$ cat src/rtl/core/arls_pkg.sv
// Shared types and constants for the response line sorter.
package arls_pkg;

   localparam logic [7:0] CH_A       = 8'h41;
   localparam logic [7:0] CH_R       = 8'h52;
   localparam logic [7:0] CH_S       = 8'h53;
   localparam logic [7:0] CH_W       = 8'h57;
   localparam logic [7:0] CH_O       = 8'h4F;
   localparam logic [7:0] CH_F       = 8'h46;
   localparam logic [7:0] CH_C       = 8'h43;
   localparam logic [7:0] CH_ZERO    = 8'h30;
   localparam logic [7:0] CH_FOUR    = 8'h34;
   localparam logic [7:0] CH_PLUS    = 8'h2B;
   localparam logic [7:0] CH_NEWLINE = 8'h0A;

   localparam logic [7:0] IDLE_RELOAD_RESET = 8'd5;

   localparam logic OP_BYTE = 1'b0;
   localparam logic OP_TICK = 1'b1;

   localparam logic BUF_ANSWER = 1'b0;
   localparam logic BUF_PACKET = 1'b1;

   localparam logic [2:0] EV_NONE      = 3'd0;
   localparam logic [2:0] EV_ANS_READY = 3'd1;
   localparam logic [2:0] EV_PKT_READY = 3'd2;
   localparam logic [2:0] EV_ANS_OVF   = 3'd3;
   localparam logic [2:0] EV_PKT_OVF   = 3'd4;

   typedef struct packed {
      logic answer_open;
      logic packet_open;
      logic newline;
   } class_type;

endpackage

$ cat src/rtl/core/arls_classify.sv
// Byte classifier: recognises line openers and the newline.
module arls_classify (
   input  logic [7:0]           byte_value,
   output arls_pkg::class_type  cls
);
   import arls_pkg::*;

   always_comb begin
      cls.answer_open = byte_value inside {CH_A, CH_R, CH_S, CH_W, CH_O, CH_F, CH_C};
      cls.packet_open = (byte_value inside {[CH_ZERO:CH_FOUR]}) || (byte_value == CH_PLUS);
      cls.newline     = (byte_value == CH_NEWLINE);
   end

endmodule

$ cat src/rtl/core/at_response_line_sorter.sv
// Top level of the response line sorter: input register, line step and result register.
//
// Accepts one item (a received byte or a timer tick) per clock while req_stall is low, and
// gives exactly one result per item. An item passes through the input register, the single
// combinational step that updates the line state, and the result register; the step keeps
// no loop, so items follow one another in consecutive cycles unless a stall holds them.
// A result waiting in the output register blocks the input only once the input register
// also holds an item. The idle reload register is written through the csr_ channel, which
// is always ready, and should be written only while the block holds no item.
module at_response_line_sorter #(
   parameter int ANSWER_DEPTH = 256,
   parameter int PACKET_DEPTH = 256
) (
   input  logic       clock,
   input  logic       reset,
   input  logic       req_valid,
   output logic       req_stall,
   input  logic       req_op,
   input  logic [7:0] req_byte_value,
   output logic       rsp_valid,
   input  logic       rsp_stall,
   output logic       rsp_write_enable,
   output logic       rsp_target_buffer,
   output logic [7:0] rsp_write_addr,
   output logic [7:0] rsp_write_data,
   output logic [2:0] rsp_event_res,
   input  logic       csr_valid,
   output logic       csr_ready,
   input  logic [7:0] csr_data
);
   import arls_pkg::*;

   localparam logic [8:0] ANS_DEPTH_W = 9'(ANSWER_DEPTH);
   localparam logic [8:0] PKT_DEPTH_W = 9'(PACKET_DEPTH);
   localparam logic [7:0] ANS_LAST    = 8'(ANSWER_DEPTH - 1);
   localparam logic [7:0] PKT_LAST    = 8'(PACKET_DEPTH - 1);

   logic [7:0] reload_ff;

   logic       in_valid_ff, in_valid_in;
   logic       in_op_ff;
   logic [7:0] in_byte_ff;

   logic       answer_active_ff, answer_active_in;
   logic       answer_finished_ff, answer_finished_in;
   logic       packet_active_ff, packet_active_in;
   logic       packet_finished_ff, packet_finished_in;
   logic [7:0] write_index_ff, write_index_in;
   logic       last_target_ff, last_target_in;
   logic [7:0] idle_count_ff, idle_count_in;

   logic       out_valid_ff;
   logic       out_we_ff, out_we_in;
   logic       out_tgt_ff, out_tgt_in;
   logic [7:0] out_addr_ff, out_addr_in;
   logic [7:0] out_data_ff, out_data_in;
   logic [2:0] out_ev_ff, out_ev_in;

   logic       accept_in, advance;
   class_type  cls;

   // Line-byte helpers.
   logic       line_ans;
   logic [8:0] depth_w;
   logic [7:0] last_addr;
   logic [8:0] next_w;
   logic [7:0] dec_count;

   assign csr_ready = 1'b1;

   // The step runs when an item waits and the result register is free or emptying.
   assign advance   = in_valid_ff && (!out_valid_ff || !rsp_stall);
   assign req_stall = in_valid_ff && !advance;
   assign accept_in = req_valid && !req_stall;
   assign in_valid_in = accept_in || (in_valid_ff && !advance);

   arls_classify u_classify (
      .byte_value (in_byte_ff),
      .cls        (cls)
   );

   always_comb begin
      answer_active_in   = answer_active_ff;
      answer_finished_in = answer_finished_ff;
      packet_active_in   = packet_active_ff;
      packet_finished_in = packet_finished_ff;
      write_index_in     = write_index_ff;
      last_target_in     = last_target_ff;
      idle_count_in      = idle_count_ff;
      out_we_in          = 1'b0;
      out_tgt_in         = BUF_ANSWER;
      out_addr_in        = 8'd0;
      out_data_in        = 8'd0;
      out_ev_in          = EV_NONE;

      line_ans  = answer_active_ff;
      depth_w   = line_ans ? ANS_DEPTH_W : PKT_DEPTH_W;
      last_addr = line_ans ? ANS_LAST : PKT_LAST;
      next_w    = {1'b0, write_index_ff} + 9'd1;
      dec_count = (idle_count_ff != 8'd0) ? idle_count_ff - 8'd1 : 8'd0;

      if (in_op_ff == OP_BYTE) begin
         idle_count_in = reload_ff;
         if (!answer_active_ff && !packet_active_ff) begin
            if (cls.answer_open) begin
               answer_active_in   = 1'b1;
               answer_finished_in = 1'b0;
               last_target_in     = BUF_ANSWER;
               write_index_in     = 8'd1;
               out_we_in          = 1'b1;
               out_tgt_in         = BUF_ANSWER;
               out_data_in        = in_byte_ff;
            end else if (cls.packet_open) begin
               packet_active_in   = 1'b1;
               packet_finished_in = 1'b0;
               last_target_in     = BUF_PACKET;
               write_index_in     = 8'd1;
               out_we_in          = 1'b1;
               out_tgt_in         = BUF_PACKET;
               out_data_in        = in_byte_ff;
            end
         end else begin
            if (cls.newline) begin
               if (line_ans) begin
                  answer_finished_in = 1'b1;
               end else begin
                  packet_finished_in = 1'b1;
               end
            end
            out_we_in   = 1'b1;
            out_tgt_in  = line_ans ? BUF_ANSWER : BUF_PACKET;
            out_data_in = in_byte_ff;
            out_addr_in = write_index_ff;
            if (next_w >= depth_w) begin
               // Buffer full: write the last entry and wrap the index.
               if ({1'b0, write_index_ff} >= depth_w) begin
                  out_addr_in = last_addr;
               end
               write_index_in = 8'd0;
               out_ev_in      = line_ans ? EV_ANS_OVF : EV_PKT_OVF;
            end else begin
               write_index_in = next_w[7:0];
            end
         end
      end else begin
         idle_count_in = dec_count;
         if (dec_count == 8'd0) begin
            if (answer_active_ff && answer_finished_ff) begin
               answer_active_in   = 1'b0;
               answer_finished_in = 1'b0;
               out_we_in          = 1'b1;
               out_tgt_in         = last_target_ff;
               out_addr_in        = write_index_ff;
               out_ev_in          = EV_ANS_READY;
            end else if (packet_active_ff && packet_finished_ff) begin
               packet_active_in   = 1'b0;
               packet_finished_in = 1'b0;
               out_we_in          = 1'b1;
               out_tgt_in         = last_target_ff;
               out_addr_in        = write_index_ff;
               out_ev_in          = EV_PKT_READY;
            end
         end
      end
   end

   always_ff @(posedge clock) begin
      if (reset) begin
         reload_ff          <= IDLE_RELOAD_RESET;
         in_valid_ff        <= 1'b0;
         out_valid_ff       <= 1'b0;
         answer_active_ff   <= 1'b0;
         answer_finished_ff <= 1'b0;
         packet_active_ff   <= 1'b0;
         packet_finished_ff <= 1'b0;
         write_index_ff     <= 8'd0;
         last_target_ff     <= 1'b0;
         idle_count_ff      <= 8'd0;
      end else begin
         if (csr_valid && csr_ready) begin
            reload_ff <= csr_data;
         end
         in_valid_ff <= in_valid_in;
         if (advance) begin
            out_valid_ff       <= 1'b1;
            answer_active_ff   <= answer_active_in;
            answer_finished_ff <= answer_finished_in;
            packet_active_ff   <= packet_active_in;
            packet_finished_ff <= packet_finished_in;
            write_index_ff     <= write_index_in;
            last_target_ff     <= last_target_in;
            idle_count_ff      <= idle_count_in;
         end else if (!rsp_stall) begin
            out_valid_ff <= 1'b0;
         end
      end
   end

   always_ff @(posedge clock) begin
      if (accept_in) begin
         in_op_ff   <= req_op;
         in_byte_ff <= req_byte_value;
      end
      if (advance) begin
         out_we_ff   <= out_we_in;
         out_tgt_ff  <= out_tgt_in;
         out_addr_ff <= out_addr_in;
         out_data_ff <= out_data_in;
         out_ev_ff   <= out_ev_in;
      end
   end

   assign rsp_valid         = out_valid_ff;
   assign rsp_write_enable  = out_we_ff;
   assign rsp_target_buffer = out_tgt_ff;
   assign rsp_write_addr    = out_addr_ff;
   assign rsp_write_data    = out_data_ff;
   assign rsp_event_res     = out_ev_ff;

endmodule

$ cat config.mk
export PLATFORM = sky130hd
export DESIGN_NAME = at_response_line_sorter
export DESIGN_NICKNAME = d
export VERILOG_FILES = /design/src/rtl/core/arls_pkg.sv /design/src/rtl/core/arls_classify.sv /design/src/rtl/core/at_response_line_sorter.sv
export SDC_FILE = /design/constraint.sdc
export NUM_CORES = 1
export LEC_CHECK = 0
export BUFFER_PORTS_ARGS = -buffer_cell sky130_fd_sc_hd__clkbuf_2
export CAP_MARGIN = 40
export CORE_UTILIZATION = 55
export DETAILED_ROUTE_END_ITERATION = 10
export HOLD_SLACK_MARGIN = 0.06
export PLACE_DENSITY = 0.89
export SETUP_SLACK_MARGIN = 0.1
export SLEW_MARGIN = 10
export SYNTH_ARGS = -nofsm -noshare
export SYNTH_HDL_FRONTEND = slang
export SYNTH_SLANG_ARGS = --single-unit
export TNS_END_PERCENT = 5
$ cat constraint.sdc
create_clock -name clock -period 2.7 [get_ports clock]
set_input_delay 0.27 -clock clock [delete_from_list [all_inputs] [get_ports clock]]
set_output_delay 0.27 -clock clock [all_outputs]
set_load 0.01 [all_outputs]
## Word-level counts from Yosys, hierarchy flattened

Cells that the tools add are included.

- Output and inout port bits: 24
- Input port bits: 22
- Register bits: 61

- Add/sub/neg operators: 2
- Mux-type cells: 63
- Reduce and logical (&&, ||, !) cells: 31
- Bitwise gates (word level): 1
- $lt $le $gt $ge: 4
- Eq/ne operators: 20

Operators with widths:

| kind | count |
|---|---|
| two-way mux 8 bit | 16 |
| equality test 8 x 7 -> 1 bit (second input constant) | 7 |
| two-way mux 1 bit | 40 |
| two-way mux 3 bit | 4 |
| != test 3 bit (second input constant) | 4 |
| adder 8 x 1 -> 9 bit (second input constant) | 1 |
| >= comparator 8 x 9 -> 1 bit (second input constant) | 1 |
| >= comparator 9 bit (second input constant) | 1 |
| equality test 8 x 4 -> 1 bit (second input constant) | 1 |
| equality test 8 x 6 -> 1 bit (second input constant) | 1 |
| >= comparator 8 x 6 -> 1 bit (second input constant) | 1 |
| <= comparator 8 x 6 -> 1 bit (second input constant) | 1 |
| zero test 8 bit | 1 |
| != test 2 x 1 -> 1 bit (second input constant) | 4 |
| AND reduction 8 bit | 1 |
| nonzero test 2 bit | 4 |
| nonzero test 8 bit | 1 |
| subtractor 8 x 1 -> 8 bit (second input constant) | 1 |
| logical AND 1 bit | 7 |
| AND reduction 7 bit | 1 |
| nonzero test 7 bit | 1 |
| zero test 1 bit | 6 |
| two-way mux 2 bit | 3 |
| AND reduction 6 bit | 1 |
| 8 further kinds | 12 |

## Longest topological paths before layout

- Word-level depth: 8
- Gate-level depth with buffers: 7
- Gate-level depth less buffers: 7

## Cells and area by module

From an unflattened synthesis, not the netlist that was laid out.

- Cells, all modules: 275
- Area, all modules: 2,851.5 um^2

By module, submodules not included:

| module | cells an instance | area each (um^2) | times used |
|---|---|---|---|
| at_response_line_sorter | 259 | 2,733.9 | 1 |
| arls_classify | 16 | 117.6 | 1 |

## Worst setup path after synthesis

No wires, ideal clock.

- Kind: flip-flop to flip-flop
- Start: register out_valid_ff, in the netlist rsp_valid
- End: register idle_count_ff[0]
- Stages on the path, launching flop included: 7
- Arrival time: 1,871 ps
- Slack: 701 ps
- Cell sequence: dfxtp_1 a21bo_2 inv_1 clkbuf_1 o221ai_1 o21ai_0 nor2_1

- Longest elaborated chain between the ends: 3

Ends and longest elaborated chain:

| what | RTL line | text |
|---|---|---|
| from (decl) | at_response_line_sorter.sv:52 | `logic out_valid_ff;` |
| from (signal assigned) | at_response_line_sorter.sv:171 | `out_valid_ff <= 1'b0;` |
| from (signal assigned) | at_response_line_sorter.sv:185 | `out_valid_ff <= 1'b1;` |
| from (signal assigned) | at_response_line_sorter.sv:194 | `out_valid_ff <= 1'b0;` |
| zero test 1 bit | at_response_line_sorter.sv:72 | `assign advance = in_valid_ff && (!out_valid_ff \|\| !rsp_stall);` |
| logical OR 1 bit | at_response_line_sorter.sv:72 |  |
| logical AND 1 bit | at_response_line_sorter.sv:72 |  |
| net advance | at_response_line_sorter.sv:59 | `logic accept_in, advance;` |
| to (signal assigned) | at_response_line_sorter.sv:192 | `idle_count_ff <= idle_count_in;` |
| to (decl) | at_response_line_sorter.sv:50 | `logic [7:0] idle_count_ff, idle_count_in;` |

The timed path passes the listed nets, and every way through them passes these cells.
A chain may end at the register's enable or synchronous reset.

## Worst setup path in the final report

- Start: register idle_count_ff[0]
- End: register out_addr_ff[6], in the netlist rsp_write_addr[6], data pin

- Longest elaborated chain between the ends: 5

Ends and longest elaborated chain:

| what | RTL line | text |
|---|---|---|
| subtractor 8 x 1 -> 8 bit or nonzero test 8 bit (tied branches) | at_response_line_sorter.sv:100 | `dec_count = (idle_count_ff != 8'd0) ? idle_count_ff - 8'd1 : 8'd0;` |
| two-way mux 8 bit * | at_response_line_sorter.sv:100 |  |
| zero test 8 bit * | at_response_line_sorter.sv:147 | `if (dec_count == 8'd0) begin` |
| two-way mux 8 bit * | at_response_line_sorter.sv:147 |  |
| two-way mux 8 bit * | at_response_line_sorter.sv:102 | `if (in_op_ff == OP_BYTE) begin` |
| net out_addr_in[6] | at_response_line_sorter.sv:55 | `logic [7:0] out_addr_ff, out_addr_in;` |
| to (signal assigned) | at_response_line_sorter.sv:207 | `out_addr_ff <= out_addr_in;` |
| to (decl) | at_response_line_sorter.sv:55 |  |

The timed path passes the listed nets; every way through them passes the cells marked *.

==> metrics.cfg <==
[outcome]
run_status=finished clean

[place]
place_worst_setup_slack_ps=480.9
io_buffers=44
place_congestion=0.8854
detailed_place_hpwl_mm=4.545

[logic_synthesis]
synth.ff_latch_count=61
mappedNetlistNets=327
synth.largest_area_cell=sky130_fd_sc_hd__edfxtp_1
syn-instance-count=302
synth-edff-count=30
synth.area.top_cells=sky130_fd_sc_hd__edfxtp_1 (30%), sky130_fd_sc_hd__dfxtp_1 (21%), sky130_fd_sc_hd__nor2_1 (4.5%)
mean_instance_size_in_the_synthesized_netlist_sq_um=9.927
synthDistinctLibCells=63
yosys_warnings=0
synth-seq-area-share=0.5075
synth.top_cell.area_share=0.3005
async_flop_share=0
dominant_cell_by_count_in_the_synthesized_netlist=sky130_fd_sc_hd__nor2_1
synth.top_cells.by_count=sky130_fd_sc_hd__nor2_1 (36), sky130_fd_sc_hd__dfxtp_1 (31), sky130_fd_sc_hd__edfxtp_1 (30), sky130_fd_sc_hd__nand2_1 (19)
synth_top_flop_cell=sky130_fd_sc_hd__dfxtp_1
synth_area_sq_um=2998

[sta]
timing.final.crit_share=0.8336
fin_skew_ps=9.013
hold-worst-slack_ps=96.24
postLayoutSetupSlackWorst_ps=449.3
setup_total_negative_slack_ps=0
maxSlewViolCount=0
worst_slew_pin_slew_ps=747.9
setup_viol_count_final=0
grt_setup_unrepaired=false
max_clock_freq_ghz=0.4443
finalHoldViolCount=0
fin_crit_ps=2251
timing.max_slew.rel_slack=0.5003

[setup_path]
critPathArrivalTime_ps=2330
timing.critical_path.to_type=flop
critPathRequiredTime_ps=2780
r2r_cells=7
crit_path_max_fanout=8
rr_endpoint=rsp_write_addr[6]
worst-r2r-setup-slack_ps=450
critPathKind=flop to flop
critPathLaunchType=flop
r2r-start=idle_count_ff[0]

[global_route]
number_of_antenna_violations_at_the_first_check_in_global_routing=0
number_of_global_route_vias_before_repair=2352
grt_max_degree=28
remaining_overflow_grt=0
gr-usage-all-layers=0.2574
wire_length_of_the_first_global_routing_pass_mm=10.90

[clocking]
cts-htree-levels=3
cts_tree=done
clock_slew_at_reported_path_ffs_ps=70
numCtsBuffers=9
clock_insertion_delay_worst_skew_ps=340
cts_hold_repair.buffers=0
max_root_sink_buffers=2
cts.sink_count=61
cts_post_setup_buffers_inserted=0
cts-root-buf=sky130_fd_sc_hd__clkbuf_8
post_cts_resize_count=0

[floorplanning]
floorplan.die_area_sq_um=5750
core_area_sq_um=5172
die_height_um=75.83
initial_core_util=0.5796
num_io_pins=46
overall_die_width_um=75.83
floorplan.rows=26

[power_and_ir_drop]
finalPower_w=0.001980
leak_nw=1.294
powerDensity_nw_per_um2=572.7
worst_ir_drop_vdd_mv=0.3153

[route]
antenna_left=0
route.detailed.drc=0
route.detailed.wl_per_inst_um=15.37
via_cell_ratio=5.988
detail_route.wirelength_mm=6.531
vias=2545
drt_first_pass_iters=5
initialDrtViolationCount=307

[cells_and_area]
synthToLayoutAreaGrowth_pct=15.32
final_layout_size_suffix_gt1_frac=0.2254
utilization=0.6684
final_nets=375
antenna_cells=0

[flow_run]
cap_viol_max_count=0

[hold_path]
holdCritStartpoint=req_byte_value[7]
min_delay_worst_endpoint=in_byte_ff[7]
hp-class=input pin to flop
worstHoldPathCells=1

==> routing by layer <==
metal  track usage  wire (um)
met1        0.3211       2845
met2        0.4228       3085
met3       0.07275        468
met4       0.09877        132
met5             0          0
==> state kept, by name, indices dropped and copies added, names as in the netlist, 3 cells and up <==
name	flops
idle_count_ff	8
in_byte_ff	8
reload_ff	8
rsp_event_res	3
rsp_write_addr	8
rsp_write_data	8
write_index_ff	8
==> how the worst max path moves through the flow <==
stage | from | to | slack (ps) | cells after the start
floorplan | rsp_valid | idle_count_ff[0] | 700 | 6
detailed placement | idle_count_ff[0] | rsp_write_addr[6] | 480 | 7
global placement | idle_count_ff[0] | rsp_write_addr[4] | 610 | 7
finish | idle_count_ff[0] | rsp_write_addr[6] | 450 | 7
global route | in_byte_ff[4] | answer_finished_ff | 280 | 5
CTS | idle_count_ff[0] | rsp_write_addr[6] | 460 | 7
==> cell usage in the layout (no fill, tap or decap), types with 5 or more instances in the layout <==
master	instances
sky130_fd_sc_hd__a21oi_1	14
sky130_fd_sc_hd__a31oi_1	7
sky130_fd_sc_hd__and2_1	11
sky130_fd_sc_hd__buf_4	5
sky130_fd_sc_hd__clkbuf_2	44
sky130_fd_sc_hd__clkbuf_8	10
sky130_fd_sc_hd__dfxtp_1	31
sky130_fd_sc_hd__edfxtp_1	30
sky130_fd_sc_hd__inv_1	14
sky130_fd_sc_hd__mux2i_1	8
sky130_fd_sc_hd__nand2_1	19
sky130_fd_sc_hd__nand3_1	8
sky130_fd_sc_hd__nor2_1	36
sky130_fd_sc_hd__nor2b_1	11
sky130_fd_sc_hd__nor3_1	7
sky130_fd_sc_hd__o21ai_0	13
==> where the power goes <==
group          total [W]  switching [W]  internal, W
Clock           0.000711       0.000357     0.000354
Sequential       0.00104      0.0000317      0.00101
Combinational   0.000230       0.000140    0.0000897
Total            0.00198       0.000528      0.00145
==> cells by family (layout without fill, tap and decap cells) <==
family	count (synthesis)	after routing	synth area share
muxes	8	8	0.02671
DFF	61	61	0.5075
AOI/OAI and AO/OA	82	82	0.2012
other	1	1	0.001251
xor gates and xnor gates	1	1	0.002922
and+or+nand+nor	119	119	0.2087
adders and majority gates	3	3	0.01252
buffers and inverters	27	80	0.03923
==> layout make-up <==
cell class                 count  area [sq um]
fill                         390          1715
clock buffer                  10         137.6
clock inverter                 6         37.54
sequential                    61          1521
tap                           70         87.58
timing repair buffer          49         257.7
multi-input combinational    214          1359
inverter                      15         56.30
==> critical path, stage by stage, from the launching register on <==
cell                       delay (ps)
sky130_fd_sc_hd__dfxtp_1          490
sky130_fd_sc_hd__inv_1            110
sky130_fd_sc_hd__ha_1             260
sky130_fd_sc_hd__or2_2            300
sky130_fd_sc_hd__o211ai_2         220
sky130_fd_sc_hd__o31ai_1          120
sky130_fd_sc_hd__a22oi_2          390
sky130_fd_sc_hd__nor2b_1           90
==> metrics by stage <==
step           cell area (sq um)  instances
4_1_cts                     3457        425
5_1_grt                     3457        425
2_1_floorplan               2998        302
3_5_place_dp                3282        409
6_report                    3457        425
3_3_place_gp                3282        409
(Power assumes the default switching activity.)
